File: config.mk
export PLATFORM = sky130hd
export DESIGN_NAME = piecewise_linear_level_mapper_core
export DESIGN_NICKNAME = d
export VERILOG_FILES = /design/src/hw/rtl/plvm_pkg.sv /design/src/hw/rtl/plvm_front.sv /design/src/hw/rtl/plvm_div_cell.sv /design/src/hw/rtl/piecewise_linear_level_mapper_core.sv
export SDC_FILE = /design/constraint.sdc
export NUM_CORES = 2
export LEC_CHECK = 0
export BUFFER_PORTS_ARGS = -buffer_cell sky130_fd_sc_hd__buf_2
export CAP_MARGIN = 20
export CORE_MARGIN = 3
export CORE_UTILIZATION = 32
export CTS_CLUSTER_DIAMETER = 100
export CTS_CLUSTER_SIZE = 16
export DETAILED_ROUTE_END_ITERATION = 10
export GPL_TIMING_DRIVEN = 0
export PLACE_DENSITY = 0.46
export SLEW_MARGIN = 20
export SYNTH_ARGS = -nofsm -noshare
export SYNTH_HDL_FRONTEND = slang
export SYNTH_SLANG_ARGS = --single-unit
File: constraint.sdc
create_clock -name clk -period 12 [get_ports clk]
set_input_delay 0 -clock clk [delete_from_list [all_inputs] [get_ports clk]]
set_output_delay 0 -clock clk [all_outputs]
set_load 0.1 [all_outputs]
File: src/hw/rtl/plvm_pkg.sv
// Shared types and constants for the piecewise-linear level mapper.
// Holds the curve point layout, the divider step record and the reset curve.
// No dependencies; every other file in hw/rtl refers to it by scoped name.
`timescale 1ns / 1ps

package plvm_pkg;

    // Field widths.
    localparam int MvW       = 16;
    localparam int LvlW      = 14;
    localparam int ProdW     = MvW + LvlW;
    localparam int NumPoints = 4;
    localparam int PointIdxW = 2;

    // The quotient is never larger than the level difference, so one
    // division cell per level bit is enough.
    localparam int DivSteps = LvlW;

    // Stream and configuration port widths.
    localparam int InDataW   = 16;
    localparam int OutDataW  = 16;
    localparam int CfgIdxW   = 4;
    localparam int CfgDataW  = 16;

    // Register map: even index is a point voltage, odd index its level.
    localparam logic [CfgIdxW-1:0] CfgRegCount = CfgIdxW'(2 * NumPoints);

    // Curve after reset, highest point first.
    localparam logic [MvW-1:0]  ResetMv  [NumPoints] = '{16'd2950, 16'd2900, 16'd2550, 16'd1800};
    localparam logic [LvlW-1:0] ResetLvl [NumPoints] = '{14'd10000, 14'd4500, 14'd1500, 14'd0};

    // One curve point.
    typedef struct packed {
        logic [MvW-1:0]  mv;
        logic [LvlW-1:0] level;
    } plvm_point_t;

    // Segment chosen by the front stage.
    typedef struct packed {
        logic [LvlW-1:0] base;
        logic            neg;
        logic [LvlW-1:0] absd;
        logic [MvW-1:0]  dv;
        logic [MvW-1:0]  dm;
    } plvm_seg_t;

    // Record handed from one division cell to the next.
    typedef struct packed {
        logic [MvW-1:0]  rem;
        logic [LvlW-1:0] low;
        logic [LvlW-1:0] quo;
        logic [MvW-1:0]  dm;
        logic [LvlW-1:0] base;
        logic            neg;
    } plvm_div_t;

endpackage

File: src/hw/rtl/plvm_front.sv
// Front end of the level mapper: segment search over the curve and the
// slope product. Two registered stages with their own valid/ready.
// Depends on plvm_pkg.
`timescale 1ns / 1ps

module plvm_front
(
    input  logic                                         clk,
    input  logic                                         rst_n,
    input  plvm_pkg::plvm_point_t [plvm_pkg::NumPoints-1:0] curve,
    input  logic                                         in_valid,
    output logic                                         in_ready,
    input  logic [plvm_pkg::MvW-1:0]                     in_mv,
    output logic                                         out_valid,
    input  logic                                         out_ready,
    output plvm_pkg::plvm_div_t                          out_data
);

    logic                       a_valid_reg;
    plvm_pkg::plvm_seg_t        a_data_reg;
    plvm_pkg::plvm_seg_t        a_next;
    logic                       a_ready;
    logic                       b_valid_reg;
    plvm_pkg::plvm_div_t        b_data_reg;
    plvm_pkg::plvm_div_t        b_next;
    logic                       b_ready;
    logic [plvm_pkg::ProdW-1:0] prod;

    // Ready ripples back: a stage can load when it is empty or draining.
    assign b_ready  = !b_valid_reg || out_ready;
    assign a_ready  = !a_valid_reg || b_ready;
    assign in_ready = a_ready;

    // Walk down the curve while the voltage is below the point and the
    // point's level is not zero, then pick a flat level or a segment.
    always_comb
    begin
        logic                              going;
        logic [plvm_pkg::PointIdxW-1:0]    k;
        logic [plvm_pkg::PointIdxW-1:0]    km1;
        logic                              direct;
        plvm_pkg::plvm_point_t             lo_pt;
        plvm_pkg::plvm_point_t             hi_pt;

        going = 1'b1;
        k     = '0;
        for (int i = 0; i < plvm_pkg::NumPoints - 1; i++)
        begin
            if (going && (curve[i].level != '0) && (in_mv < curve[i].mv))
            begin
                k = plvm_pkg::PointIdxW'(i + 1);
            end
            else
            begin
                going = 1'b0;
            end
        end
        km1    = k - plvm_pkg::PointIdxW'(1);
        lo_pt  = curve[k];
        hi_pt  = curve[km1];
        direct = (k == '0) || (in_mv < lo_pt.mv);

        a_next.base = lo_pt.level;
        if (direct)
        begin
            // Flat result: a zero product and a full divisor give a zero quotient.
            a_next.neg  = 1'b0;
            a_next.absd = '0;
            a_next.dv   = '0;
            a_next.dm   = '1;
        end
        else
        begin
            a_next.neg  = hi_pt.level < lo_pt.level;
            a_next.absd = a_next.neg ? (lo_pt.level - hi_pt.level)
                                     : (hi_pt.level - lo_pt.level);
            a_next.dv   = in_mv - lo_pt.mv;
            a_next.dm   = hi_pt.mv - lo_pt.mv;
        end
    end

    // Product of level difference and voltage offset; the top bits start
    // the remainder, the low bits are shifted in by the division cells.
    assign prod = plvm_pkg::ProdW'(a_data_reg.absd) * plvm_pkg::ProdW'(a_data_reg.dv);

    always_comb
    begin
        b_next.rem  = prod[plvm_pkg::ProdW-1:plvm_pkg::LvlW];
        b_next.low  = prod[plvm_pkg::LvlW-1:0];
        b_next.quo  = '0;
        b_next.dm   = a_data_reg.dm;
        b_next.base = a_data_reg.base;
        b_next.neg  = a_data_reg.neg;
    end

    // Valid bits.
    always_ff @(posedge clk or negedge rst_n)
    begin
        if (!rst_n)
        begin
            a_valid_reg <= 1'b0;
            b_valid_reg <= 1'b0;
        end
        else
        begin
            if (a_ready)
            begin
                a_valid_reg <= in_valid;
            end
            if (b_ready)
            begin
                b_valid_reg <= a_valid_reg;
            end
        end
    end

    // Payload registers.
    always_ff @(posedge clk)
    begin
        if (a_ready && in_valid)
        begin
            a_data_reg <= a_next;
        end
        if (b_ready && a_valid_reg)
        begin
            b_data_reg <= b_next;
        end
    end

    assign out_valid = b_valid_reg;
    assign out_data  = b_data_reg;

    // The divisor is never zero once a transaction is in the stage.
    a_dm_nonzero: assert property (@(posedge clk) disable iff (!rst_n)
        a_valid_reg |-> (a_data_reg.dm != '0))
        else $error("segment stage holds a zero divisor");

    // The starting remainder is below the divisor, so the quotient fits.
    b_rem_below_dm: assert property (@(posedge clk) disable iff (!rst_n)
        b_valid_reg |-> (b_data_reg.rem < b_data_reg.dm))
        else $error("product stage remainder not below divisor");

endmodule

File: src/hw/rtl/plvm_div_cell.sv
// One restoring division step of the level mapper's divider chain.
// Shifts one product bit into the remainder and produces one quotient bit.
// Depends on plvm_pkg.
`timescale 1ns / 1ps

module plvm_div_cell
(
    input  logic                clk,
    input  logic                rst_n,
    input  logic                in_valid,
    output logic                in_ready,
    input  plvm_pkg::plvm_div_t in_data,
    output logic                out_valid,
    input  logic                out_ready,
    output plvm_pkg::plvm_div_t out_data
);

    logic                      valid_reg;
    plvm_pkg::plvm_div_t       data_reg;
    plvm_pkg::plvm_div_t       data_next;
    logic [plvm_pkg::MvW:0]    trial;
    logic [plvm_pkg::MvW:0]    diff;
    logic                      fits;

    assign in_ready = !valid_reg || out_ready;

    // Trial subtraction of the divisor from the shifted remainder.
    assign trial = {in_data.rem, in_data.low[plvm_pkg::LvlW-1]};
    assign diff  = trial - {1'b0, in_data.dm};
    assign fits  = trial >= {1'b0, in_data.dm};

    always_comb
    begin
        data_next      = in_data;
        data_next.rem  = fits ? diff[plvm_pkg::MvW-1:0] : trial[plvm_pkg::MvW-1:0];
        data_next.low  = {in_data.low[plvm_pkg::LvlW-2:0], 1'b0};
        data_next.quo  = {in_data.quo[plvm_pkg::LvlW-2:0], fits};
    end

    always_ff @(posedge clk or negedge rst_n)
    begin
        if (!rst_n)
        begin
            valid_reg <= 1'b0;
        end
        else if (in_ready)
        begin
            valid_reg <= in_valid;
        end
    end

    always_ff @(posedge clk)
    begin
        if (in_ready && in_valid)
        begin
            data_reg <= data_next;
        end
    end

    assign out_valid = valid_reg;
    assign out_data  = data_reg;

    // The remainder stays below the divisor after every step.
    rem_below_dm: assert property (@(posedge clk) disable iff (!rst_n)
        valid_reg |-> (data_reg.rem < data_reg.dm))
        else $error("division cell remainder not below divisor");

    // A stalled cell keeps its transaction.
    hold_on_stall: assert property (@(posedge clk) disable iff (!rst_n)
        (valid_reg && !out_ready) |=> (valid_reg && $stable(data_reg)))
        else $error("division cell lost its transaction during a stall");

endmodule

File: src/hw/rtl/piecewise_linear_level_mapper_core.sv
// Top level of the piecewise-linear level mapper: curve registers, front
// stages, the chain of division cells and the output register.
// Depends on plvm_pkg, plvm_front and plvm_div_cell.
//
//   Channel   Signals                                  Direction  Payload
//   s_axis    s_tvalid s_tready s_tdata[15:0]          in         batt_mv
//   m_axis    m_tvalid m_tready m_tdata[15:0]          out        level_pptt
//   config    cfg_valid cfg_ready cfg_index cfg_data   in         curve registers 0..7
//
// One transaction per cycle sustained while m_tready stays high; the stages are the
// segment stage, product stage, 14 division cells and output register.
// The divider chain, one quotient bit per cell, sets the depth.
// Reset clears all valid bits and loads the default curve; cfg_ready is always high.
// Each stage loads when empty or draining, so bubbles fill up during output stalls.
`timescale 1ns / 1ps

module piecewise_linear_level_mapper_core
(
    input  logic                            clk,
    input  logic                            rst_n,
    // Input stream: [15:0] batt_mv.
    input  logic                            s_tvalid,
    output logic                            s_tready,
    input  logic [plvm_pkg::InDataW-1:0]    s_tdata,
    // Output stream: [13:0] level_pptt, [15:14] zero.
    output logic                            m_tvalid,
    input  logic                            m_tready,
    output logic [plvm_pkg::OutDataW-1:0]   m_tdata,
    // Configuration writes.
    input  logic                            cfg_valid,
    output logic                            cfg_ready,
    input  logic [plvm_pkg::CfgIdxW-1:0]    cfg_index,
    input  logic [plvm_pkg::CfgDataW-1:0]   cfg_data
);

    plvm_pkg::plvm_point_t [plvm_pkg::NumPoints-1:0] curve_reg;
    logic [plvm_pkg::PointIdxW-1:0]                  cfg_point;

    logic                 chain_valid [plvm_pkg::DivSteps+1];
    logic                 chain_ready [plvm_pkg::DivSteps+1];
    plvm_pkg::plvm_div_t  chain_data  [plvm_pkg::DivSteps+1];

    logic                            out_valid_reg;
    logic [plvm_pkg::LvlW-1:0]       out_level_reg;
    logic [plvm_pkg::LvlW-1:0]       out_level_next;
    logic                            last_ready;
    plvm_pkg::plvm_div_t             last_data;

    // Curve registers: even index is a voltage, odd index a level.
    assign cfg_ready = 1'b1;
    assign cfg_point = cfg_index[plvm_pkg::PointIdxW:1];

    always_ff @(posedge clk or negedge rst_n)
    begin
        if (!rst_n)
        begin
            for (int i = 0; i < plvm_pkg::NumPoints; i++)
            begin
                curve_reg[i].mv    <= plvm_pkg::ResetMv[i];
                curve_reg[i].level <= plvm_pkg::ResetLvl[i];
            end
        end
        else if (cfg_valid && (cfg_index < plvm_pkg::CfgRegCount))
        begin
            if (cfg_index[0])
            begin
                curve_reg[cfg_point].level <= cfg_data[plvm_pkg::LvlW-1:0];
            end
            else
            begin
                curve_reg[cfg_point].mv <= cfg_data[plvm_pkg::MvW-1:0];
            end
        end
    end

    // Segment search and slope product.
    plvm_front u_front
    (
        .clk       (clk),
        .rst_n     (rst_n),
        .curve     (curve_reg),
        .in_valid  (s_tvalid),
        .in_ready  (s_tready),
        .in_mv     (s_tdata[plvm_pkg::MvW-1:0]),
        .out_valid (chain_valid[0]),
        .out_ready (chain_ready[0]),
        .out_data  (chain_data[0])
    );

    // Chain of division cells, one quotient bit each.
    for (genvar g = 0; g < plvm_pkg::DivSteps; g++)
    begin : g_cell
        plvm_div_cell u_cell
        (
            .clk       (clk),
            .rst_n     (rst_n),
            .in_valid  (chain_valid[g]),
            .in_ready  (chain_ready[g]),
            .in_data   (chain_data[g]),
            .out_valid (chain_valid[g+1]),
            .out_ready (chain_ready[g+1]),
            .out_data  (chain_data[g+1])
        );
    end

    // Output register: apply the signed quotient to the lower point's level.
    assign last_data      = chain_data[plvm_pkg::DivSteps];
    assign last_ready     = !out_valid_reg || m_tready;
    assign chain_ready[plvm_pkg::DivSteps] = last_ready;
    assign out_level_next = last_data.neg ? (last_data.base - last_data.quo)
                                          : (last_data.base + last_data.quo);

    always_ff @(posedge clk or negedge rst_n)
    begin
        if (!rst_n)
        begin
            out_valid_reg <= 1'b0;
        end
        else if (last_ready)
        begin
            out_valid_reg <= chain_valid[plvm_pkg::DivSteps];
        end
    end

    always_ff @(posedge clk)
    begin
        if (last_ready && chain_valid[plvm_pkg::DivSteps])
        begin
            out_level_reg <= out_level_next;
        end
    end

    assign m_tvalid = out_valid_reg;
    assign m_tdata  = plvm_pkg::OutDataW'(out_level_reg);

    // With the output register empty, every stage can load, so input is open.
    ready_when_empty: assert property (@(posedge clk) disable iff (!rst_n)
        !out_valid_reg |-> s_tready)
        else $error("input stalled while the output register is empty");

    // A result leaving the chain takes the output register when it is free.
    chain_to_output: assert property (@(posedge clk) disable iff (!rst_n)
        (chain_valid[plvm_pkg::DivSteps] && last_ready) |=> out_valid_reg)
        else $error("result from the divider chain was dropped");

    // The padding bits of the output word stay zero.
    pad_zero: assert property (@(posedge clk) disable iff (!rst_n)
        m_tvalid |-> (m_tdata[plvm_pkg::OutDataW-1:plvm_pkg::LvlW] == '0))
        else $error("output padding bits are not zero");

endmodule
==> flow_summary.json <==
{
  "busiest_layer": "met2",
  "clock_path_buffers": 3,
  "fp.dieArea_mm2": 0.191,
  "multi_input_area_mm2": 0.0245,
  "async_reset_ff_share_pct": 12.5,
  "cp_slowest_stage_delay_ns": 0.72,
  "criticalPathCategory": "flip-flop to flip-flop",
  "numCtsBuffers": 79,
  "finClkSkew_ns": 0.0332,
  "rsz0062_at_grt": "false",
  "fin_crit_ns": 10.44,
  "yosys.cell_count.top_type": "edfxtp_1",
  "gr-usage-all-layers_pct": 14.8,
  "grt_use_met2_pct": 26.4,
  "period_share_pct": 87.0,
  "post_cts_buffers": 0,
  "drc": 0,
  "grt.overflow.total": 0,
  "cts_tree": "yes",
  "required_ns": 12.44,
  "port_buffers": 55,
  "post_cts_resize_count": 0,
  "ys_seq_area_share_pct": 54.2,
  "ant_nets": 0,
  "start_util_pct": 32.4,
  "layout.area.seq_mm2": 0.0322,
  "drive_gt1_share_pct": 8.54,
  "hold_viol_final": 0,
  "drt_wl_total_um": 140000,
  "post_drt_wl_per_cell_um": 18.5,
  "nNetsFinal": 5755,
  "run_status": "complete, no violations",
  "grt_pass1_vias": 36800,
  "grt_use_met1_pct": 18.8,
  "worstPathArrival_ns": 10.88,
  "hpwl_um": 110000,
  "yosysTopAreaCell": "edfxtp_1",
  "first_iter_violations": 2222,
  "antenna_found_initial": 4,
  "synthesis.area_mm2": 0.0595,
  "crit_buf_inv": 11,
  "synthDistinctLibCells": 80,
  "final.setup.tns_ns": 0,
  "crit_path_frequent_cell": "clkbuf_1",
  "worst_pin_slew_ns": 1.11,
  "hp-class": "input pin to flip-flop",
  "die_y_um": 437,
  "yosysTopAreaCellShare_pct": 48.3,
  "grt_max_degree": 89,
  "use_met3_pct": 1.84,
  "critical-path-top-delay-family": "buffers and inverters",
  "synthTopCellsByArea": "edfxtp_1 48%, ha_1 9.0%, fa_1 6.1%, inv_1 4.1%, dfrtp_1 4.0%",
  "area_growth_pct": 11.3,
  "synth_seq_cells": 1095,
  "fill_cells": 18100,
  "grt_pass1_wl_um": 220000,
  "firstDrtPassIters": 6,
  "synth_edf_count": 958,
  "synthCells": 4903,
  "io_pins": 60,
  "synth_warnings": 0,
  "startpoint_type": "flip-flop",
  "routed_via_density": 4.71,
  "largest_reg_flops": 822,
  "fmax_mhz": 95.8,
  "finalSetupViolations": 0,
  "clkTransAtPathRegs_ns": 0.08,
  "synth_flop_cell": "edfxtp_1",
  "cts-root-buf": "clkbuf_16",
  "path_max_fanout": 10,
  "max_cap_violations": 0,
  "synth_area_per_cell_um2": 12.1,
  "vias": 35800,
  "slowest_stage": "nor2_1",
  "row_count": 157,
  "gp_congestion": 0.857,
  "numClockSinks": 1095,
  "htreeDepth": 3,
  "clk_latency_ns": 0.71,
  "fp.dieW_um": 437,
  "design.core.area_mm2": 0.184,
  "relSlewSlack_pct": 25.9,
  "drv_slew": 0,
  "yosys-top-cells-count": "958 x edfxtp_1, 644 x inv_1, 427 x ha_1",
  "cp-end-kind": "flip-flop"
}
## through the flow
step                hold WS (ns)  area [um2]  utilization [%]  setup WS, ns  cells
floorplan                 -0.296       59500                -          4.19   4904
global placement           0.206       62900             34.2          1.32   7423
detailed placement       -0.0706       63700             34.6          1.52   7452
CTS                      0.00381       66300             36.0          1.44   7606
global route              0.0437       66300             36.0         0.935   7607
finish                    0.0529       66300             36.0          1.56   7609
## final cells by class
class	count	area share [%]
Tap cell	2464	4.65
Timing Repair Buffer	121	2.00
Clock inverter	11	0.262
Clock buffer	107	3.14
Multi-Input combinational cell	3047	36.9
Buffer	118	0.713
Antenna cell	2	0.00755
Sequential cell	1095	48.6
Inverter	644	3.65
## final timing paths
path | to | from | cells past startpoint | slack, ns
worst min register to register | g_cell[3].u_cell.out_data[7] | g_cell[2].u_cell.out_data[7] | 0 | 0.40
max in group asynchronous | curve_reg[66] | rst_n | 4 | 10.93
worst min-delay path | u_front.a_data_reg[31] | s_tdata[15] | 5 | 0.05
worst max register to register | u_front.a_data_reg[38] | curve_reg[55] | 30 | 1.56
worst max-delay path | u_front.a_data_reg[38] | curve_reg[55] | 30 | 1.56
min in group asynchronous | curve_reg[82] | rst_n | 3 | 0.50
## worst reg2reg max path, delay by kind of cell (launching register included)
kind	cells	cell delay, ns
AOI/OAI and AO/OA	10	2.43
adders and majority gates	3	1.02
buffers and inverters	11	3.75
DFF	1	0.56
muxes	1	0.57
and+or+nand+nor	5	1.81
## repair_timing
action,in CTS,in global routing
endpoints found under the setup margin,0,0
hold buffers,36,0
endpoints found under the hold margin,354,0
## layer usage
layer	wire (um)	share of wire [%]
met5	0	0
met4	3780	2.7
met3	3730	2.7
met2	70900	50
met1	62100	44
## placed cells by master, fill, tap and decap left out, drive strengths merged, types with 57 or more instances in the layout
cell | netlist | final
clkbuf | 107 | 215
edfxtp | 958 | 958
fa | 181 | 181
inv | 644 | 649
mux2 | 139 | 139
dfrtp | 96 | 96
nand2 | 402 | 402
ha | 427 | 427
nand4 | 74 | 74
a21oi | 213 | 213
o21ai | 258 | 258
nor2b | 66 | 66
mux2i | 67 | 67
buf | 11 | 96
nor2 | 267 | 267
nand2b | 57 | 57
a21o | 78 | 78
and2 | 121 | 121
xnor2 | 139 | 139
## cell families (layout without fill, tap and decap cells)
group	after synthesis	count (layout)	synth area share, %
AO/OA/AOI/OAI	848	848	8.94
adder cells (fa/ha/maj)	613	613	15.1
buffers and inverters	762	1001	4.85
other	2	5	0.0126
XOR/XNOR	195	195	2.87
multiplexers	233	233	4.78
AND/OR/NAND/NOR	1155	1155	9.25
flip-flops	1095	1095	54.2
Power is left out: the tool's default activity adds up to more than one toggle a clock period on the data nets, which glitch-free logic cannot reach.
